==> src/sv/rbm_pkg.sv <==
`default_nettype none
// ----------------------------------------------------------------------------
// rbm_pkg
// Shared types and constants for the RAID logical block mapper.
// ----------------------------------------------------------------------------
package rbm_pkg;

   localparam int BLOCK_BITS_DEFAULT = 32;
   localparam int DIV_STEP_BITS      = 4;
   localparam int IN_W               = 32;
   localparam int DISK_W             = 15;
   localparam int STRIPE_W           = 32;
   localparam int CSR_INDEX_W        = 2;
   localparam int CSR_DATA_W         = 8;

   localparam logic [CSR_INDEX_W-1:0] CSR_RAID_MODE  = 2'd0;
   localparam logic [CSR_INDEX_W-1:0] CSR_DISK_COUNT = 2'd1;
   localparam logic [CSR_INDEX_W-1:0] CSR_CHUNK_SIZE = 2'd2;

   typedef enum logic [2:0] {
      MODE_RAID0  = 3'd0,
      MODE_RAID1  = 3'd1,
      MODE_RAID01 = 3'd2,
      MODE_RAID10 = 3'd3,
      MODE_RAID4  = 3'd4,
      MODE_RAID5  = 3'd5
   } raid_mode_type;

   // effective configuration, divisors already clamped
   typedef struct packed {
      raid_mode_type mode;
      logic [7:0]    disks;
      logic [7:0]    chunk;
      logic [7:0]    half;
      logic [7:0]    less;
   } cfg_type;

endpackage
`default_nettype wire

==> src/sv/rbm_div_pipe.sv <==
`default_nettype none
// ----------------------------------------------------------------------------
// rbm_div_pipe
// Pipelined restoring divider by an 8-bit divisor, a few quotient bits per
// stage, with a sideband word carried alongside each item.
// ----------------------------------------------------------------------------
module rbm_div_pipe #(
   parameter int DIV_W  = rbm_pkg::BLOCK_BITS_DEFAULT,
   parameter int SIDE_W = 1
) (
   input  wire logic              clock,
   input  wire logic              reset,
   input  wire logic              advance,
   input  wire logic              in_valid,
   input  wire logic [DIV_W-1:0]  in_dividend,
   input  wire logic [7:0]        in_divisor,
   input  wire logic [SIDE_W-1:0] in_side,
   output logic                   out_valid,
   output logic [DIV_W-1:0]       out_quotient,
   output logic [7:0]             out_remainder,
   output logic [SIDE_W-1:0]      out_side
);

   localparam int STEP       = rbm_pkg::DIV_STEP_BITS;
   localparam int NUM_STAGES = (DIV_W + STEP - 1) / STEP;
   localparam int PAD_W      = NUM_STAGES * STEP;

   logic              valid_ff [NUM_STAGES];
   logic [7:0]        rem_ff   [NUM_STAGES];
   logic [PAD_W-1:0]  work_ff  [NUM_STAGES];
   logic [SIDE_W-1:0] side_ff  [NUM_STAGES];
   logic [8:0]        divisor_ext;

   assign divisor_ext = {1'b0, in_divisor};

   for (genvar k = 0; k < NUM_STAGES; k++) begin : g_stage
      logic              valid_in;
      logic [SIDE_W-1:0] side_in;
      logic [7:0]        rem_c  [STEP+1];
      logic [PAD_W-1:0]  work_c [STEP+1];

      if (k == 0) begin : g_first
         assign valid_in  = in_valid;
         assign side_in   = in_side;
         assign rem_c[0]  = 8'd0;
         assign work_c[0] = PAD_W'(in_dividend);
      end else begin : g_next
         assign valid_in  = valid_ff[k-1];
         assign side_in   = side_ff[k-1];
         assign rem_c[0]  = rem_ff[k-1];
         assign work_c[0] = work_ff[k-1];
      end

      // dividend bits shift out the top, quotient bits shift in the bottom
      for (genvar s = 0; s < STEP; s++) begin : g_step
         logic [8:0] trial;
         logic       fits;
         assign trial       = {rem_c[s], work_c[s][PAD_W-1]};
         assign fits        = (trial >= divisor_ext);
         assign rem_c[s+1]  = fits ? 8'(trial - divisor_ext) : trial[7:0];
         assign work_c[s+1] = {work_c[s][PAD_W-2:0], fits};
      end

      always_ff @(posedge clock) begin
         if (reset) begin
            valid_ff[k] <= 1'b0;
         end else if (advance) begin
            valid_ff[k] <= valid_in;
         end
      end

      always_ff @(posedge clock) begin
         if (advance) begin
            rem_ff[k]  <= rem_c[STEP];
            work_ff[k] <= work_c[STEP];
            side_ff[k] <= side_in;
         end
      end
   end

   assign out_valid     = valid_ff[NUM_STAGES-1];
   assign out_quotient  = work_ff[NUM_STAGES-1][DIV_W-1:0];
   assign out_remainder = rem_ff[NUM_STAGES-1];
   assign out_side      = side_ff[NUM_STAGES-1];

endmodule
`default_nettype wire

==> src/sv/rbm_finish.sv <==
`default_nettype none
// ----------------------------------------------------------------------------
// rbm_finish
// Multiply stage and output register: assembles disk, stripe and second disk
// for the configured layout from the quotients and remainders.
// ----------------------------------------------------------------------------
module rbm_finish (
   input  wire logic                          clock,
   input  wire logic                          reset,
   input  wire logic                          advance,
   input  wire rbm_pkg::cfg_type              cfg,
   input  wire logic                          in_valid,
   input  wire logic [rbm_pkg::STRIPE_W-1:0]  in_q1,
   input  wire logic [7:0]                    in_r1,
   input  wire logic [7:0]                    in_rb,
   input  wire logic [rbm_pkg::STRIPE_W-1:0]  in_q2,
   input  wire logic [7:0]                    in_r2,
   output logic                               out_valid,
   output logic [rbm_pkg::DISK_W-1:0]         out_disk_index,
   output logic [rbm_pkg::STRIPE_W-1:0]       out_stripe_index,
   output logic [rbm_pkg::DISK_W-1:0]         out_second_disk,
   output logic                               out_has_second
);

   localparam int DW = rbm_pkg::DISK_W;
   localparam int SW = rbm_pkg::STRIPE_W;

   // multiply stage
   logic          valid_m_ff;
   logic [SW-1:0] prod0_ff;
   logic [DW-1:0] prod10_ff;
   logic [SW-1:0] q1_ff;
   logic [7:0]    r1_ff;
   logic [7:0]    rb_ff;
   logic [7:0]    r2_ff;
   logic [8:0]    chunk_plus;
   logic [16:0]   prod10_in;
   logic [SW-1:0] prod0_in;

   // output stage
   logic          valid_o_ff;
   logic [DW-1:0] disk_ff;
   logic [SW-1:0] stripe_ff;
   logic [DW-1:0] second_ff;
   logic          has_ff;
   logic [DW-1:0] disk_in;
   logic [SW-1:0] stripe_in;
   logic [DW-1:0] second_in;
   logic          has_in;

   assign chunk_plus = {1'b0, cfg.chunk} + 9'd1;
   assign prod10_in  = {9'd0, in_r1} * {8'd0, chunk_plus};
   assign prod0_in   = SW'(in_q2 * cfg.chunk);

   always_ff @(posedge clock) begin
      if (reset) begin
         valid_m_ff <= 1'b0;
      end else if (advance) begin
         valid_m_ff <= in_valid;
      end
   end

   always_ff @(posedge clock) begin
      if (advance) begin
         prod0_ff  <= prod0_in;
         prod10_ff <= prod10_in[DW-1:0];
         q1_ff     <= in_q1;
         r1_ff     <= in_r1;
         rb_ff     <= in_rb;
         r2_ff     <= in_r2;
      end
   end

   always_comb begin
      disk_in   = DW'(r2_ff);
      stripe_in = prod0_ff + SW'(r1_ff);
      second_in = '0;
      has_in    = 1'b0;
      case (cfg.mode)
         rbm_pkg::MODE_RAID1: begin
            disk_in   = '0;
            stripe_in = q1_ff;
            second_in = DW'(1);
            has_in    = 1'b1;
         end
         rbm_pkg::MODE_RAID01: begin
            disk_in   = DW'(r1_ff);
            stripe_in = q1_ff;
            second_in = DW'(r1_ff) + DW'(cfg.half);
            has_in    = 1'b1;
         end
         rbm_pkg::MODE_RAID10: begin
            disk_in   = prod10_ff;
            stripe_in = q1_ff;
            second_in = prod10_ff + DW'(1);
            has_in    = 1'b1;
         end
         rbm_pkg::MODE_RAID4: begin
            disk_in   = DW'(r1_ff);
            stripe_in = q1_ff;
            second_in = DW'(cfg.less);
            has_in    = 1'b1;
         end
         rbm_pkg::MODE_RAID5: begin
            disk_in   = DW'(rb_ff);
            stripe_in = q1_ff;
            second_in = DW'(cfg.less) - DW'(r2_ff);
            has_in    = 1'b1;
         end
         default: begin
         end
      endcase
   end

   always_ff @(posedge clock) begin
      if (reset) begin
         valid_o_ff <= 1'b0;
      end else if (advance) begin
         valid_o_ff <= valid_m_ff;
      end
   end

   always_ff @(posedge clock) begin
      if (advance) begin
         disk_ff   <= disk_in;
         stripe_ff <= stripe_in;
         second_ff <= second_in;
         has_ff    <= has_in;
      end
   end

   assign out_valid        = valid_o_ff;
   assign out_disk_index   = disk_ff;
   assign out_stripe_index = stripe_ff;
   assign out_second_disk  = second_ff;
   assign out_has_second   = has_ff;

endmodule
`default_nettype wire

==> src/sv/raid_block_mapper_top.sv <==
`default_nettype none
// Throughput: one item per cycle; two chained divider pipelines, four quotient
// bits per stage, set the depth. The whole pipeline stalls while rsp is held.
// Reset: synchronous, active high; clears all valid bits and loads
// raid_mode 0, disk_count 2, chunk_size 1.
// ----------------------------------------------------------------------------
// raid_block_mapper_top
// Maps a logical block number to disk, stripe and mirror or parity disk for
// RAID 0, 1, 0+1, 1+0, 4 and 5 layouts.
// ----------------------------------------------------------------------------
module raid_block_mapper_top #(
   parameter int BLOCK_BITS = rbm_pkg::BLOCK_BITS_DEFAULT
) (
   input  wire logic                             clock,
   input  wire logic                             reset,
   input  wire logic                             req_valid,
   output logic                                  req_ready,
   input  wire logic [rbm_pkg::IN_W-1:0]         req_block_number,
   output logic                                  rsp_valid,
   input  wire logic                             rsp_ready,
   output logic [rbm_pkg::DISK_W-1:0]            rsp_disk_index,
   output logic [rbm_pkg::STRIPE_W-1:0]          rsp_stripe_index,
   output logic [rbm_pkg::DISK_W-1:0]            rsp_second_disk,
   output logic                                  rsp_has_second,
   input  wire logic                             csr_wr_en,
   input  wire logic [rbm_pkg::CSR_INDEX_W-1:0]  csr_index,
   input  wire logic [rbm_pkg::CSR_DATA_W-1:0]   csr_wdata
);

   localparam int SW     = rbm_pkg::STRIPE_W;
   localparam int SIDE_W = SW + 16;

   rbm_pkg::raid_mode_type mode_ff;
   logic [7:0]             disks_ff;
   logic [7:0]             chunk_ff;
   rbm_pkg::cfg_type       cfg;

   logic                  advance;
   logic [BLOCK_BITS-1:0] block;
   logic [7:0]            div1;

   logic                  q1_valid;
   logic [BLOCK_BITS-1:0] q1;
   logic [7:0]            r1;
   logic [7:0]            rb;
   logic [SIDE_W-1:0]     side2_in;
   logic [SIDE_W-1:0]     side2;
   logic                  q2_valid;
   logic [BLOCK_BITS-1:0] q2;
   logic [7:0]            r2;

   always_ff @(posedge clock) begin
      if (reset) begin
         mode_ff  <= rbm_pkg::MODE_RAID0;
         disks_ff <= 8'd2;
         chunk_ff <= 8'd1;
      end else if (csr_wr_en) begin
         unique case (csr_index)
            rbm_pkg::CSR_RAID_MODE:  mode_ff  <= rbm_pkg::raid_mode_type'(csr_wdata[2:0]);
            rbm_pkg::CSR_DISK_COUNT: disks_ff <= (csr_wdata < 8'd2) ? 8'd2 : csr_wdata;
            rbm_pkg::CSR_CHUNK_SIZE: chunk_ff <= (csr_wdata == 8'd0) ? 8'd1 : csr_wdata;
            default: begin
            end
         endcase
      end
   end

   assign cfg.mode  = mode_ff;
   assign cfg.disks = disks_ff;
   assign cfg.chunk = chunk_ff;
   assign cfg.half  = {1'b0, disks_ff[7:1]};
   assign cfg.less  = disks_ff - 8'd1;

   // first divisor; raid1 divides by one so the quotient is the block itself
   always_comb begin
      case (cfg.mode) inside
         rbm_pkg::MODE_RAID1:                       div1 = 8'd1;
         rbm_pkg::MODE_RAID01, rbm_pkg::MODE_RAID10: div1 = cfg.half;
         rbm_pkg::MODE_RAID4, rbm_pkg::MODE_RAID5:   div1 = cfg.less;
         default:                                   div1 = cfg.chunk;
      endcase
   end

   assign advance   = !rsp_valid || rsp_ready;
   assign req_ready = advance;
   assign block     = BLOCK_BITS'(req_block_number);

   rbm_div_pipe #(
      .DIV_W  (BLOCK_BITS),
      .SIDE_W (1)
   ) u_div_a (
      .clock         (clock),
      .reset         (reset),
      .advance       (advance),
      .in_valid      (req_valid),
      .in_dividend   (block),
      .in_divisor    (div1),
      .in_side       (1'b0),
      .out_valid     (q1_valid),
      .out_quotient  (q1),
      .out_remainder (r1),
      .out_side      ()
   );

   // block modulo disk count, used by raid5
   rbm_div_pipe #(
      .DIV_W  (BLOCK_BITS),
      .SIDE_W (1)
   ) u_div_b (
      .clock         (clock),
      .reset         (reset),
      .advance       (advance),
      .in_valid      (req_valid),
      .in_dividend   (block),
      .in_divisor    (cfg.disks),
      .in_side       (1'b0),
      .out_valid     (),
      .out_quotient  (),
      .out_remainder (rb),
      .out_side      ()
   );

   assign side2_in = {r1, rb, SW'(q1)};

   rbm_div_pipe #(
      .DIV_W  (BLOCK_BITS),
      .SIDE_W (SIDE_W)
   ) u_div_c (
      .clock         (clock),
      .reset         (reset),
      .advance       (advance),
      .in_valid      (q1_valid),
      .in_dividend   (q1),
      .in_divisor    (cfg.disks),
      .in_side       (side2_in),
      .out_valid     (q2_valid),
      .out_quotient  (q2),
      .out_remainder (r2),
      .out_side      (side2)
   );

   rbm_finish u_finish (
      .clock            (clock),
      .reset            (reset),
      .advance          (advance),
      .cfg              (cfg),
      .in_valid         (q2_valid),
      .in_q1            (side2[SW-1:0]),
      .in_r1            (side2[SIDE_W-1:SIDE_W-8]),
      .in_rb            (side2[SW+7:SW]),
      .in_q2            (SW'(q2)),
      .in_r2            (r2),
      .out_valid        (rsp_valid),
      .out_disk_index   (rsp_disk_index),
      .out_stripe_index (rsp_stripe_index),
      .out_second_disk  (rsp_second_disk),
      .out_has_second   (rsp_has_second)
   );

endmodule
`default_nettype wire
==> config.mk <==
export PLATFORM = sky130hd
export DESIGN_NAME = raid_block_mapper_top
export DESIGN_NICKNAME = d
export VERILOG_FILES = /design/src/sv/rbm_pkg.sv /design/src/sv/rbm_div_pipe.sv /design/src/sv/rbm_finish.sv /design/src/sv/raid_block_mapper_top.sv
export SDC_FILE = /design/constraint.sdc
export NUM_CORES = 2
export LEC_CHECK = 0
export BUFFER_PORTS_ARGS = -buffer_cell sky130_fd_sc_hd__buf_2
export CORE_ASPECT_RATIO = 0.8
export CORE_MARGIN = 2
export CORE_UTILIZATION = 40
export CTS_CLUSTER_SIZE = 25
export DETAILED_ROUTE_END_ITERATION = 8
export GPL_TIMING_DRIVEN = 0
export SLEW_MARGIN = 40
export SYNTH_ARGS = -nofsm -noshare
export SYNTH_HDL_FRONTEND = slang
export SYNTH_SLANG_ARGS = --single-unit
export TNS_END_PERCENT = 1
==> constraint.sdc <==
create_clock -name clock -period 75.8 [get_ports clock]
set_input_delay 7.58 -clock clock [delete_from_list [all_inputs] [get_ports clock]]
set_output_delay 7.58 -clock clock [all_outputs]
set_load 0.05 [all_outputs]
After elaboration in Yosys (flattened, before gate mapping)
Memory sizes are Yosys's and may differ from the RTL's. A register that Yosys moved wholly into a read port is not among the register bits. Index checks and enable logic that the tools add are counted. Widths: inputs -> output; s select.

$add $sub $neg: 102. $mul: 2. Magnitude comparators: 97. Equality and inequality tests: 7. Mux-type cells: 127. Bitwise gates (word level): 16. Reduce and logical (&&, ||, !) cells: 11.

Operators by type and width (count): $ge 9x8->1 (93); $mux 8 (101); $sub 8x8->8 (93); $pmux 15 s5 (1); $pmux 15 s4 (1); $add 32x8->32 (1); $mul 32x8->32 (1); $mux 32 (1); $ge 1x8->1 (3); $sub 1x8->8 (3); $mux 1 (23); $or 1x1->1 (16); $add 15x1->15 const B (1); $mul 8x9->15 (1); $add 8x1->9 const B (1); $add 8x7->9 (1); $sub 8x8->9 (1); $logic_not 8->1 (1); $lt 8x2->1 const B (1); $sub 8x1->8 const B (1); $eq 3x2->1 const B (2); $eq 3x3->1 const B (2); $reduce_and 2->1 (3); $reduce_or 2->1 (3); 7 further kinds (7).

Flip-flop bits (word level): 178. RAM bits: 1360. Input bits: 47. Output and inout port bits: 65. Logic and storage cells: 384. Memories: 9.

Memory list: u_div_c.side_ff (depth 8, width 48, rd ports 8, clocked after memory_dff 0, write ports 8, line rbm_div_pipe.sv:31) `logic [SIDE_W-1:0] side_ff [NUM_STAGES];`; u_div_a.work_ff (depth 8, width 32, rd ports 8, clocked after memory_dff 0, write ports 8, line rbm_div_pipe.sv:30) `logic [PAD_W-1:0] work_ff [NUM_STAGES];`; u_div_b.work_ff (depth 8, width 32, rd ports 7, clocked after memory_dff 0, write ports 8, line rbm_div_pipe.sv:30); u_div_c.work_ff (depth 8, width 32, rd ports 8, clocked after memory_dff 0, write ports 8, line rbm_div_pipe.sv:30); u_div_a.rem_ff (depth 8, width 8, rd ports 8, clocked after memory_dff 0, write ports 8, line rbm_div_pipe.sv:29) `logic [7:0] rem_ff [NUM_STAGES];`; u_div_b.rem_ff (depth 8, width 8, rd ports 8, clocked after memory_dff 0, write ports 8, line rbm_div_pipe.sv:29); +3 memories.

Logic depth before layout (Yosys ltp)
Depth in word-level cells: 13. Gate-level depth with buffers: 48. Depth with buffers taken out: 44.

Hierarchy
Synthesis repeated with hierarchy kept, for this count alone.

Cells, all modules: 8374. Area, all modules: 98608.3 um^2.

Modules (own cells, without submodules): rbm_div_pipe at u_div_c (times used 1, cells an instance 2450, area an instance 34613.2 um^2, sequential area each 21380.5 um^2); rbm_div_pipe at u_div_a (times used 1, cells an instance 2098, area an instance 23312.4 um^2, sequential area each 10089.7 um^2); rbm_div_pipe at u_div_b (times used 1, cells an instance 2071, area an instance 23015.8 um^2, sequential area each 10089.7 um^2); rbm_finish (times used 1, cells an instance 1615, area an instance 16500.8 um^2, sequential area each 5024.8 um^2); raid_block_mapper_top (times used 1, cells an instance 140, area an instance 1166.1 um^2, sequential area each 380.4 um^2).

Worst setup path after synthesis
No wires, ideal clock.

Path type: input to output. From: in rsp_ready. To: out req_ready. Arrival: 29.935 ns. Required time: 68.220 ns. Slack: 38.285 ns. Stages on the path: 2. Path buffers: 0. Path through: nor2b_1 > inv_1.

Cells in the longest elaborated chain, start to end: 1.

Ends and longest elaborated chain: start: declaration (line raid_block_mapper_top.sv:20) `input wire logic rsp_ready,`; $logic_or 1x1->1 (line raid_block_mapper_top.sv:84) `assign advance = !rsp_valid || rsp_ready;`; end: declaration (line raid_block_mapper_top.sv:17) `output logic req_ready,`.

Every way passes these cells.

==> results.toml <==
[grt]
grt_pass1_vias = 57766
overflow = 0
grt_util_met3_pct = 2.99
grt.met2_usage_pct = 27.8
grtUsageTotal_pct = 18.1
grt_use_met1_pct = 26.5
busiest_layer = "met2"
grt_max_degree = 85
grt_pass1_wl_um = 316000
antenna_found_initial = 6

[worst_setup_path]
ff2ff_path_depth = 48
cp_top_family = "compound AO/OA/AOI/OAI gates"
start_kind = "primary input"
rr_endpoint = "u_div_a.rem_ff[1][7]"
cp_common_cell = "a21oi_1"
critPathMaxStageDelay_ns = 0.56
worstPathArrival_ns = 18.14
critical_path_class = "primary input to flip-flop"
r2r-start = "disks_ff[2]"
worst-path-max-fanout = 10
path_buf_inv = 7
cp.required_ns = 76.33
regToRegSetupSlack_ns = 62.06
cp_slowest_cell = "ha_1"
crit_path_end_kind = "flip-flop"

[floorplanning]
fp.dieW_um = 519
core-area_um2 = 211000
start_util_pct = 40.2
io_pins = 112
rows = 151
dieHeight_um = 416
die_area_um2 = 216000

[cells_and_area]
multiInputGateArea_um2 = 47300
diodes = 0
n_fill_cell = 19272
register_area_um2 = 35200
drive_gt1_share_pct = 11.7
areaGrowthSynthToFinish_pct = 11.8
nNetsFinal = 9131
utilization_pct = 44.9
layout.cells.non_filler = 10879

[sta]
tightestPinTransition_ns = 0.875
hold_violations = 0
fmax_mhz = 56.8
report.final.slew_viol_count = 0
relSlewSlack_pct = 41.7
grt_setup_unrepaired = "false"
setup_viol = 0
final.setup.worst_slack_ns = 58.20
finalClockSkew_ns = 0.0411
fin_crit_sh_pct = 23.2
period_needed_ns = 17.60
setup_tns_ns = 0

[clock_network]
insertion_delay_ns = 0.80
cts_tree = "done"
clk_pin_slew_ns = 0.06
cts-hold-fix-buffers = 0
post_cts_buffers = 0
cts-resized-gates = 0
clockBufferDepth = 3
htree_num_levels = 4
cts_made_buffers = 132
cts_sinks = 1179
root_buffer = "clkbuf_16"

[run]
cap_violations = 0

[synth]
avgSynthCellArea_um2 = 11.2
syn-num-nets = 8797
synth_flop_cell = "edfxtp_1"
yosys-top-cells-area = "edfxtp_1 41%, ha_1 12%, fa_1 6.9%, mux2_2 5.7%, xnor2_1 4.2%"
async_reset_ff_share_pct = 0
syn_inst = 7611
yosysTopAreaCell = "edfxtp_1"
ys_seq_area_share_pct = 41.4
synth.ff_latch_count = 1179
synth_edf_count = 1158
synth_warnings = 0
synth_cell_types = 97
synthesis.area_um2 = 84900
yosys.area.top_type_share_pct = 40.9

[place]
portBuffers = 111
gp_congestion = 0.898
hpwl_um = 150000
dp_cells = 10638
place_ws_ns = 57.48

[min_path]
min_path_type = "flip-flop to flip-flop"
hold_depth = 0
whs_endpoint = "u_div_c.work_ff[7][15]"
min_from = "u_div_c.work_ff[6][11]"

[route]
first_pass_iters = 5
wl_per_cell_um = 18.3
viasPerCell = 5.35
antenna_left = 0
drt_wl_total_um = 199000
drc = 0
vias = 58156
dr.first_iter.drc_count = 3816

[outcome]
status = "completed"
==> sequential cells by signal, indices dropped and copies added, names as in the netlist, 15 cells and up <==
signal and flops:
u_div_c.work_ff 193, u_finish.q1_ff 32, u_div_a.work_ff 256, u_finish.prod0_ff 32, u_div_b.rem_ff 64, u_finish.prod10_ff 15
u_div_c.rem_ff 64, u_div_a.rem_ff 64, u_finish.out_disk_index 15, u_finish.out_second_disk 15, u_finish.out_stripe_index 32, u_div_c.side_ff 335
==> placed cells by master, fill, tap and decap left out, types with 116 or more instances in the layout <==
master,synthesis,routed
xor2_1,167,167
mux2_2,429,429
clkbuf_16,0,132
ha_1,846,846
fa_1,293,293
nor3_1,132,132
a21o_1,116,116
inv_1,580,571
nor2b_1,187,186
o21ai_0,362,362
xnor2_1,404,404
edfxtp_1,1158,1158
buf_2,7,135
nand2_1,526,526
mux2i_1,144,139
nor2_1,490,490
a21oi_1,465,464
and2_1,159,159
==> cell usage after synthesis, types with 19 or more instances <==
library cell and n:
or2_2 29, and4_1 20, a211oi_1 53, a221oi_1 20, o31a_1 28, and2_1 159
nand4_1 70, mux2_2 429, edfxtp_1 1158, a21boi_0 33, o21ai_0 362, xor2_1 167
nor2b_1 187, nand2_1 526, o22ai_1 19, mux2i_1 144, o21bai_1 72, dfxtp_1 21
a21o_1 116, ha_1 846, o211ai_1 30, a21oi_1 465, nand3_1 107, or3_1 22
and3_1 50, nor2_1 490, o21a_1 104, xnor2_1 404, clkbuf_1 87, nand2b_1 61
fa_1 293, a31oi_1 31, inv_1 580, nor3_1 132, o31ai_1 26
==> cell type report <==
type	instances	area share [%]
Buffer	104	0.422
Clock buffer	147	3.55
Clock inverter	91	1.19
Inverter	583	2.37
Multi-Input combinational cell	5745	49.8
Sequential cell	1179	37.1
Tap cell	2830	3.73
Timing Repair Buffer	200	1.81
==> cell families after synthesis <==
family | Yosys count | share of synthesized area, %
compound gates | 1529 | 11.6
simple gates | 1918 | 11.0
fa+ha+maj | 1139 | 19.4
buf+inv | 687 | 3.05
flops | 1179 | 41.4
xor+xnor | 571 | 5.89
mux | 588 | 7.64
==> worst max-delay path by stage <==
stage | cells past startpoint | start | end | slack, ns
global placement | 4 | rsp_ready | req_ready | 26.58
global route | 41 | req_block_number[31] | u_div_a.rem_ff[0][7] | 57.52
floorplan | 2 | rsp_ready | req_ready | 38.29
CTS | 41 | req_block_number[31] | u_div_a.rem_ff[0][7] | 58.28
finish | 40 | req_block_number[31] | u_div_a.rem_ff[0][7] | 58.20
detailed placement | 40 | req_block_number[31] | u_div_a.rem_ff[0][7] | 57.48
==> through the flow <==
step	hold WS (ns)	instance area (um^2)
3_3_place_gp	0.400	89000
6_report	0.394	94900
4_1_cts	0.392	94900
2_1_floorplan	0.400	84900
3_5_place_dp	0.405	90300
5_1_grt	0.408	94900
==> per-layer routing <==
metal,wire length [um],vias up
li1,-,28480
met1,97800,28173
met2,86100,1244
met3,9920,259
met4,4820,0
met5,0,-
==> worst register-to-register path, delay by kind of cell (launching register included) <==
kind / cells / cell delay (ns)
AOI/OAI and AO/OA: 20 / 5.84
xor gates and xnor gates: 1 / 0.25
adders and majority gates: 4 / 1.31
buffers and inverters: 11 / 2.53
DFF: 1 / 0.34
muxes: 3 / 1.23
and+or+nand+nor: 9 / 1.94
Power is not shown: default switching activity piles up to over one toggle a cycle in this logic, so the estimate is an artifact.
